[src/rtl/core/bblc_pkg.sv]
package bblc_pkg;

  localparam int DEF_TABLE_SLOTS = 64;
  localparam int DEF_KEY_WIDTH = 64;
  localparam logic [31:0] MAX_BYTES_RESET = 32'd67108864;
  localparam int IN_TDATA_W = 136;
  localparam int OUT_TDATA_W = 168;
  localparam logic [31:0] CNT_MAX = 32'hFFFF_FFFF;

  typedef enum logic [2:0] {
    REQ_INSERT   = 3'd0,
    REQ_LOOKUP   = 3'd1,
    REQ_CONTAINS = 3'd2,
    REQ_REMOVE   = 3'd3,
    REQ_CLEAR    = 3'd4
  } req_e;

  typedef enum logic [3:0] {
    S_IDLE,
    S_DECODE,
    S_SEARCH,
    S_RANK,
    S_DISPATCH,
    S_TOUCH,
    S_EVCHK,
    S_EVSEL,
    S_EVRD,
    S_EVDROP,
    S_WRITE,
    S_FINISH
  } state_t;

  typedef struct packed {
    logic load_req;
    logic srch_start;
    logic srch_cmp;
    logic rd_en;
    logic rd_oldest;
    logic calc_rank;
    logic sel_oldest;
    logic drop;
    logic drop_evict;
    logic touch;
    logic count_hit;
    logic count_miss;
    logic write_new;
    logic clear_all;
    logic set_ok;
    logic load_out;
  } cmd_t;

  typedef struct packed {
    req_e req;
    logic ins_legal;
    logic found;
    logic kind_match;
    logic over_budget;
    logic full;
    logic nonempty;
  } sts_t;

  function automatic logic [31:0] sat_inc(input logic [31:0] v);
    sat_inc = (v == CNT_MAX) ? v : v + 32'd1;
  endfunction

endpackage

[src/rtl/core/bblc_ctrl.sv]
module bblc_ctrl
  import bblc_pkg::*;
#(
  parameter int TABLE_SLOTS = DEF_TABLE_SLOTS
) (
  input  logic                           clk,
  input  logic                           rst,
  input  logic                           s_tvalid,
  output logic                           s_tready,
  output logic                           m_tvalid,
  input  logic                           m_tready,
  input  sts_t                           sts,
  output cmd_t                           cmd,
  output logic [$clog2(TABLE_SLOTS)-1:0] rd_addr
);

  localparam int IW = $clog2(TABLE_SLOTS);
  localparam int CW = $clog2(TABLE_SLOTS + 1);

  state_t state, state_next;
  logic [CW-1:0] cnt, cnt_next;
  logic out_valid, out_valid_next;

  always_ff @(posedge clk) begin
    if (rst) begin
      state <= S_IDLE;
      cnt <= '0;
      out_valid <= 1'b0;
    end else begin
      state <= state_next;
      cnt <= cnt_next;
      out_valid <= out_valid_next;
    end
  end

  assign m_tvalid = out_valid;
  assign rd_addr = cnt[IW-1:0];

  always_comb begin
    state_next = state;
    cnt_next = cnt;
    cmd = '0;
    s_tready = 1'b0;
    out_valid_next = out_valid && !m_tready;
    case (state)
      S_IDLE: begin
        s_tready = 1'b1;
        if (s_tvalid) begin
          cmd.load_req = 1'b1;
          state_next = S_DECODE;
        end
      end
      S_DECODE: begin
        cnt_next = '0;
        case (sts.req)
          REQ_INSERT: begin
            if (sts.ins_legal) begin
              cmd.srch_start = 1'b1;
              state_next = S_SEARCH;
            end else begin
              state_next = S_FINISH;
            end
          end
          REQ_LOOKUP, REQ_CONTAINS, REQ_REMOVE: begin
            cmd.srch_start = 1'b1;
            state_next = S_SEARCH;
          end
          REQ_CLEAR: begin
            cmd.clear_all = 1'b1;
            state_next = S_FINISH;
          end
          default: state_next = S_FINISH;
        endcase
      end
      S_SEARCH: begin
        cmd.rd_en = (cnt < CW'(TABLE_SLOTS));
        cmd.srch_cmp = (cnt != '0);
        cnt_next = cnt + 1'b1;
        if (cnt == CW'(TABLE_SLOTS)) begin
          state_next = S_RANK;
        end
      end
      S_RANK: begin
        cmd.calc_rank = 1'b1;
        state_next = S_DISPATCH;
      end
      S_DISPATCH: begin
        state_next = S_FINISH;
        case (sts.req)
          REQ_LOOKUP: begin
            if (sts.found && sts.kind_match) begin
              state_next = S_TOUCH;
            end else begin
              cmd.count_miss = 1'b1;
            end
          end
          REQ_CONTAINS: cmd.set_ok = sts.found;
          REQ_REMOVE: begin
            cmd.drop = sts.found;
            cmd.set_ok = sts.found;
          end
          REQ_INSERT: begin
            cmd.drop = sts.found;
            state_next = S_EVCHK;
          end
          default: state_next = S_FINISH;
        endcase
      end
      S_TOUCH: begin
        cmd.touch = 1'b1;
        cmd.count_hit = 1'b1;
        cmd.set_ok = 1'b1;
        state_next = S_FINISH;
      end
      S_EVCHK: begin
        if (sts.over_budget || sts.full) begin
          state_next = S_EVSEL;
        end else begin
          state_next = S_WRITE;
        end
      end
      S_EVSEL: begin
        cmd.sel_oldest = 1'b1;
        state_next = S_EVRD;
      end
      S_EVRD: begin
        cmd.rd_en = 1'b1;
        cmd.rd_oldest = 1'b1;
        state_next = S_EVDROP;
      end
      S_EVDROP: begin
        cmd.drop = 1'b1;
        cmd.drop_evict = 1'b1;
        state_next = S_EVCHK;
      end
      S_WRITE: begin
        cmd.write_new = 1'b1;
        cmd.set_ok = 1'b1;
        state_next = S_FINISH;
      end
      S_FINISH: begin
        if (!out_valid || m_tready) begin
          cmd.load_out = 1'b1;
          out_valid_next = 1'b1;
          state_next = S_IDLE;
        end
      end
      default: state_next = S_IDLE;
    endcase
  end

endmodule

[config.mk]
export PLATFORM = sky130hd
export DESIGN_NAME = bblc_ctrl
export DESIGN_NICKNAME = d
export VERILOG_FILES = /design/src/rtl/core/bblc_pkg.sv /design/src/rtl/core/bblc_ctrl.sv
export SDC_FILE = /design/constraint.sdc
export NUM_CORES = 1
export LEC_CHECK = 0
export ABC_AREA = 1
export BUFFER_PORTS_ARGS = -buffer_cell sky130_fd_sc_hd__buf_2
export CAP_MARGIN = 20
export CORE_MARGIN = 4
export CORE_UTILIZATION = 50
export DETAILED_ROUTE_END_ITERATION = 10
export PLACE_DENSITY_LB_ADDON = 0.05
export SYNTH_ARGS = -nofsm -noshare
export SYNTH_HDL_FRONTEND = slang
export SYNTH_SLANG_ARGS = --single-unit
[constraint.sdc]
create_clock -name clk -period 3.1 [get_ports clk]
set_clock_uncertainty 0.2 [all_clocks]
set_input_delay 0.31 -clock clk [delete_from_list [all_inputs] [get_ports clk]]
set_output_delay 0.31 -clock clk [all_outputs]
set_load 0.05 [all_outputs]
==> summary.md, run 1 <==
| Metric | Value |
|---|---|
| Cell area after synthesis | `952.2 um^2` |
| Area grow syn2layout | `19.58%` |
| Port Buffers | `35` |
| Commonest cells in the synthesized netlist | `44 x nand2_1, 28 x inv_1, 23 x nor2_1, 12 x dfxtp_1, 11 x a21oi_1` |
| Die width | `51.64 um` |
| Total track usage | `0.1860` |
| Asr flop ratio synth | `0` |
| Warnings, synthesis | `0` |
| CP arrival | `1.76 ns` |
| Net count, final | `210` |
| Most frequent cell after synthesis | `nand2_1` |
| Grt total ovfl | `0` |
| R2R cell count | `9` |
| Initial antenna violation count | `0` |
| Syn avg cell area | `5.841 um^2` |
| EDFF count, synth | `0` |
| Worst path most repeated cell | `inv_1` |
| H-tree levels | `1` |
| #FFs+latches synth | `12` |
| Reg clk slew, reported paths | `0.09 ns` |
| Vias | `1,093` |
| Kind of critical path | `reg2out` |
| Fillers | `198` |
| Crit path to | `cmd[2]` |
| Reg2Reg Launch Point | `state[3]$_SDFFE_PP0P_` |
| Final WL | `2369 um` |
| Seq/Total Area, Yosys | `0.2523` |
| Fin crit period | `2.266 ns` |
| Final RePlAce weighted congestion | `0.8127` |
| Pin count of the biggest net entering global routing | `10` |
| Fin crit share | `0.7308` |
| Clk_lat worst skew | `0.28 ns` |
| Largest cells by area after synthesis | `dfxtp_1 25%, nand2_1 17%, inv_1 11%` |
| Clock Tree Buf Depth | `2` |
| Top Family by Delay on Critical Path | `simple AND/OR/NAND/NOR gates` |
| Worst Setup SP | `state[2]$_SDFFE_PP0P_` |
| Critical Path End Type | `output port` |
| Peak VDD IR | `0.5994 mV` |
| Share of cells above drive strength 1 | `0.2320` |
| Share of the synthesized area in the top cell type | `0.2523` |
| Net Count, Synth | `178` |
| Worst r2r dst | `state[0]$_SDFFE_PP0P_` |
| Vias in the first global route | `924` |
| DRT antenna net count | `0` |
| Final core utilization | `0.6454` |
| WL per Instance | `10.82 um` |
| DRC viols | `0` |
| Final Setup Violations | `0` |
| Slew headroom | `0.8023` |
| Synth Instances | `163` |
| Fmax | `441.4 MHz` |
| Die height | `51.64 um` |
| Post-CTS Setup Bufs | `0` |
| WP buf/inv | `3` |
| Cell Count, Final, Fillers Out | `219` |
| Slowest CP cell | `dfxtp_1` |
| Power per cell area | `842.1 nW/um^2` |
| Critical-path cell list | `nor2_1, inv_1, nor2_4, inv_1, nor4_1, buf_2` |
| Top cell type by total area after synthesis | `dfxtp_1` |
| Num ports | `37` |
| Least-Margin Pin Slew | `0.2935 ns` |
| CP Max Fanout | `5` |
| MaxCap Viol Count | `0` |
| CTS root buffer | `clkbuf_4` |
| Ant diodes | `0` |
| Final slew viol count | `0` |
| Status | `completed` |
| Die Area | `2667 um^2` |
| Final TNS setup | `0 ns` |
| Leak | `0.6071 nW` |
| Worst EP required | `2.59 ns` |
| Hpwl dp | `1913 um` |
| Inserted Clock Buffers | `3` |
| Iter 0 DRT Violations | `35` |
| Hold Path Stages | `4` |
| Post-Place Cells | `215` |
| Hold/Removal Path Class | `in2reg` |
| CTS tree | `yes` |
| TritonCTS Sinks | `12` |
| Stages on worst setup path | `6` |
| Synth Flop Type | `dfxtp_1` |
| CORE AREA | `1764 um^2` |
| Cts repair resizes | `0` |
| Vias/cell | `4.991` |
| R2r setup slk | `1.53 ns` |
| Worst path max stage delay | `0.36 ns` |
| Initial Util | `0.5397` |
| Synth unique cells | `20` |
| Post-CTS Hold Fix Bufs | `0` |
| Final Hold Viols | `0` |
| First-pass GRT wire length | `3857 um` |
| RSZ-0062 raised after global routing | `false` |
| TritonRoute pass-1 iters | `6` |
| Worst slack, placed | `1.170 ns` |
| Setup WS post-layout | `0.8345 ns` |
| Num rows | `15` |
| Startpoint types | `flip-flop` |
==> cells in the final DEF (no fill, tap or decap), drive strengths merged <==
| cell | Yosys | final |
|---|---|---|
| nand2 | 45 | 45 |
| nor4 | 1 | 1 |
| dfxtp | 12 | 12 |
| ha | 2 | 2 |
| nor2 | 26 | 26 |
| a41oi | 2 | 2 |
| nand4 | 5 | 5 |
| o21bai | 1 | 1 |
| inv | 29 | 29 |
| a21oi | 11 | 11 |
| a211oi | 1 | 1 |
| clkbuf | 1 | 4 |
| buf | 7 | 35 |
| nand3 | 8 | 8 |
| nor3 | 2 | 2 |
| o21ai | 10 | 10 |
==> area by class of cell <==
type / instances / area, um^2 / area share
Clock buffer: 4 / 36.28 / 0.03187
Multi-Input combinational cell: 114 / 546.8 / 0.4802
Tap cell: 25 / 31.28 / 0.02747
Inverter: 29 / 108.9 / 0.09560
Timing Repair Buffer: 35 / 175.2 / 0.1538
Sequential cell: 12 / 240.2 / 0.2110
==> cell families (layout without fill, tap and decap cells) <==
family / Yosys count / count (layout) / share of synthesized area
compound gates: 25 / 25 / 0.1446
fa+ha+maj: 2 / 2 / 0.02628
buf+inv: 37 / 68 / 0.1734
flops: 12 / 12 / 0.2523
simple gates: 87 / 87 / 0.4034
==> per-layer routing <==
metal / track usage / vias to the layer above / share of wire
met1: 0.2531 / 468 / 0.47
met5: 0 / - / 0
met4: 0.05240 / 0 / 0.014
met2: 0.3030 / 47 / 0.43
li1: - / 569 / -
met3: 0.02865 / 9 / 0.086
==> per-stage QoR <==
stage	power [mW]	hold WS (ns)	area [um^2]
2_1_floorplan	0.7084	0.2473	952.2
3_5_place_dp	0.8289	0.2742	1102
5_1_grt	1.031	0.1190	1139
4_1_cts	0.9600	0.1108	1139
3_3_place_gp	0.8181	0.2811	1102
6_report	0.9588	0.1082	1139
==> state kept, by name, indices dropped and copies added, names as in the netlist <==
name,flops
cnt,7
m_tvalid,1
state,4
==> worst min-delay path by stage <==
stage	from	endpoint	slack [ns]
detailed placement	cnt[6]$_SDFFE_PP0P_	cnt[6]$_SDFFE_PP0P_	0.27
global route	rst	state[1]$_SDFFE_PP0P_	0.12
floorplan	cnt[6]$_SDFFE_PP0P_	cnt[6]$_SDFFE_PP0P_	0.25
CTS	m_tready	m_tvalid$_SDFF_PP0_	0.11
finish	m_tready	m_tvalid$_SDFF_PP0_	0.11
global placement	cnt[6]$_SDFFE_PP0P_	cnt[6]$_SDFFE_PP0P_	0.28
==> power by group <==
part           leakage [nW]  internal (mW)  switching [mW]
clock network        0.0210         0.0715          0.0596
registers            0.0974          0.181          0.0346
logic                 0.489          0.152           0.460
==> worst register-to-register path, stage by stage, from the launching register on <==
cell and delay, ns:
dfxtp_1 0.39, inv_1 0.08, nor2_1 0.19, nand2_1 0.13, nor2_1 0.14, inv_1 0.10, nand2_1 0.08, nor2_1 0.05
nand2_1 0.07, a21oi_1 0.05
Note: power is estimated with default switching activity, not from simulation.
==> run 2, diff against run 1 <==
--- a/config.mk
+++ b/config.mk
@@ -9,7 +9,7 @@
 export BUFFER_PORTS_ARGS = -buffer_cell sky130_fd_sc_hd__buf_2
 export CAP_MARGIN = 20
 export CORE_MARGIN = 4
-export CORE_UTILIZATION = 50
+export CORE_UTILIZATION = 43
 export DETAILED_ROUTE_END_ITERATION = 10
 export PLACE_DENSITY_LB_ADDON = 0.05
 export SYNTH_ARGS = -nofsm -noshare
==> constraint.sdc (replaced) <==
create_clock -name clk -period 2.03 [get_ports clk]
set_clock_uncertainty 0.2 [all_clocks]
set_input_delay 0.203 -clock clk [delete_from_list [all_inputs] [get_ports clk]]
set_output_delay 0.203 -clock clk [all_outputs]
set_load 0.05 [all_outputs]
==> run 2 against run 1 <==
Net effect: wire length up 3.8%; utilization down 7.5 points; design area up 1.2%; combinational power up 59%; clock power up 11%; sequential share of layout area down 0.14 points; highest routed layer unchanged.
==> summary.md, run 2 (synthesis results as in run 1) <==
| Metric | Value |
|---|---|
| Critical-path cell list | `inv_1, nand2_1, nor2_4, nand2_1, o21bai_1, clkbuf_4` |
| Hold/Removal Path Class | `in2reg` |
| Top reg by flops | `cnt` |
| Pin count of the biggest net entering global routing | `10 (unchanged)` |
| CP Max Fanout | `7 (+2)` |
| WP buf/inv | `2 (-1)` |
| Worst slack, placed | `0.3076 ns (-0.8622 ns)` |
| Die width | `55.06 um (+6.6%)` |
| Cell Count, Final, Fillers Out | `221 (+0.91%)` |
| Worst path most repeated cell | `nand2_1` |
| Initial Util | `0.4709 (-0.06880)` |
| Slowest CP cell | `dfxtp_1` |
| Final WL | `2459 um (+3.8%)` |
| Fin crit share | `0.9505` |
| Vias/cell | `4.941 (-1.0%)` |
| TritonCTS Sinks | `12 (unchanged)` |
| RSZ-0062 raised after global routing | `false` |
| Final Setup Violations | `0 (unchanged)` |
| MaxCap Viol Count | `0 (unchanged)` |
| Final core utilization | `0.5699 (-0.07546)` |
| H-tree levels | `1 (unchanged)` |
| Inserted Clock Buffers | `3 (unchanged)` |
| Final slew viol count | `0 (unchanged)` |
| Post-Place Cells | `218 (+1.4%)` |
| Die Area | `3031 um^2 (+14%)` |
| Grt total ovfl | `0 (unchanged)` |
| DP Area | `1119 um^2 (+1.5%)` |
| Fin crit period | `1.930 ns` |
| Vias | `1,092 (-0.091%)` |
| Most common cell after layout, fill and taps aside | `nand2_1` |
| Share of cells above drive strength 1 | `0.2526 (+0.02062)` |
| Port Buffers | `35 (unchanged)` |
| Power per cell area | `1259 nW/um^2 (+50%)` |
| Final Cell Area | `1152 um^2 (+1.2%)` |
| Leak | `0.6041 nW (-0.49%)` |
| First-pass GRT wire length | `4126 um (+7.0%)` |
| DRT antenna net count | `0 (unchanged)` |
| Critical Path End Type | `output port` |
| Clk_lat worst skew | `0.28 ns (about the same)` |
| Max reg flops | `7 (unchanged)` |
| Num ports | `37 (unchanged)` |
| CTS tree | `yes` |
| CORE AREA | `2022 um^2 (+15%)` |
| Final TNS setup | `0 ns (unchanged)` |
| CTS root buffer | `clkbuf_4` |
| Iter 0 DRT Violations | `25 (-29%)` |
| Initial antenna violation count | `0 (unchanged)` |
| TritonRoute pass-1 iters | `5 (-1)` |
| Setup WS post-layout | `0.1005 ns (-0.7340 ns)` |
| Worst EP required | `1.63 ns (-0.96 ns)` |
| Final RePlAce weighted congestion | `0.8819 (+8.5%)` |
| Ant diodes | `0 (unchanged)` |
| Hold Slack | `0.002765 ns (-0.1055 ns)` |
| Most frequent cells in the layout | `44 x nand2_1, 32 x buf_2, 27 x inv_1` |
| Least-Margin Pin Slew | `0.2381 ns (-0.05543 ns)` |
| Final Hold Viols | `0 (unchanged)` |
| Worst path max stage delay | `0.35 ns (about the same)` |
| WL per Instance | `11.13 um (+2.9%)` |
| Peak VDD IR | `0.8945 mV (+49%)` |
| Vias in the first global route | `983 (+6.4%)` |
| Total Power | `1.451 mW (+51%)` |
| Fmax | `518.3 MHz` |
| Clock Tree Buf Depth | `2 (unchanged)` |
| Reg clk slew, reported paths | `0.07 ns (-0.02 ns)` |
| Slew headroom | `0.8396 (+0.03735)` |
| Net count, final | `211 (+0.48%)` |
| Hpwl dp | `2060 um (+7.7%)` |
| Die height | `55.06 um (+6.6%)` |
| Area grow syn2layout | `21.03%` |
| Startpoint types | `flip-flop` |
| Top Family by Delay on Critical Path | `simple AND/OR/NAND/NOR gates` |
| DRC viols | `0 (unchanged)` |
| Total track usage | `0.1886 (+0.002615)` |
| Kind of critical path | `reg2out` |
| Status | `completed` |
| Num rows | `16 (+1)` |
| Post-CTS Setup Bufs | `0 (unchanged)` |
| CP arrival | `1.53 ns (-0.23 ns)` |
| Post-CTS Hold Fix Bufs | `0 (unchanged)` |
==> run 2: final cells by class <==
type / instances / area, um^2
clock buffers: 3 / 22.52
fillers: 230 / 869.6
inverters: 29 / 108.9
multi-input cells: 114 / 555.5
flip-flops and latches: 12 / 241.5
well taps: 27 / 33.78
repair buffers: 36 / 190.2
==> run 2: layer usage <==
metal | up-vias | track usage | routed length [um]
li1 | 576 | - | -
met1 | 482 | 0.2351 | 1202
met2 | 29 | 0.3091 | 1077
met3 | 5 | 0.04826 | 145
met4 | 0 | 0.07287 | 33
met5 | - | 0 | 0
==> run 2: worst paths after layout <==
kind / to / cells past startpoint / startpoint / slack (ns)
worst max-delay path: cmd[1] / 6 / state[3]$_SDFFE_PP0P_ / 0.10
worst min register to register: cnt[6]$_SDFFE_PP0P_ / 2 / cnt[6]$_SDFFE_PP0P_ / 0.29
worst max register to register: state[0]$_SDFFE_PP0P_ / 9 / state[3]$_SDFFE_PP0P_ / 0.39
worst min-delay path: state[1]$_SDFFE_PP0P_ / 2 / rst / 0.003
==> run 2: power by group <==
part           total, mW  internal, mW  switching [mW]
registers          0.329         0.279          0.0501
clock network      0.146        0.0688          0.0770
logic              0.976         0.252           0.724
==> run 2: what timing repair did <==
action | 4_1_cts | 5_1_grt
endpoints found under the hold margin | 0 | 0
setup endpoints to repair | 1 | 4
gates resized for setup | 1 | 6
gates cloned | 0 | 0
==> run 2: worst register-to-register path, delay by kind of cell (launching register included) <==
family,cells,cell delay [ns]
AO/OA/AOI/OAI,1,0.06
buffers and inverters,2,0.19
flip-flops,1,0.39
AND/OR/NAND/NOR,6,0.70
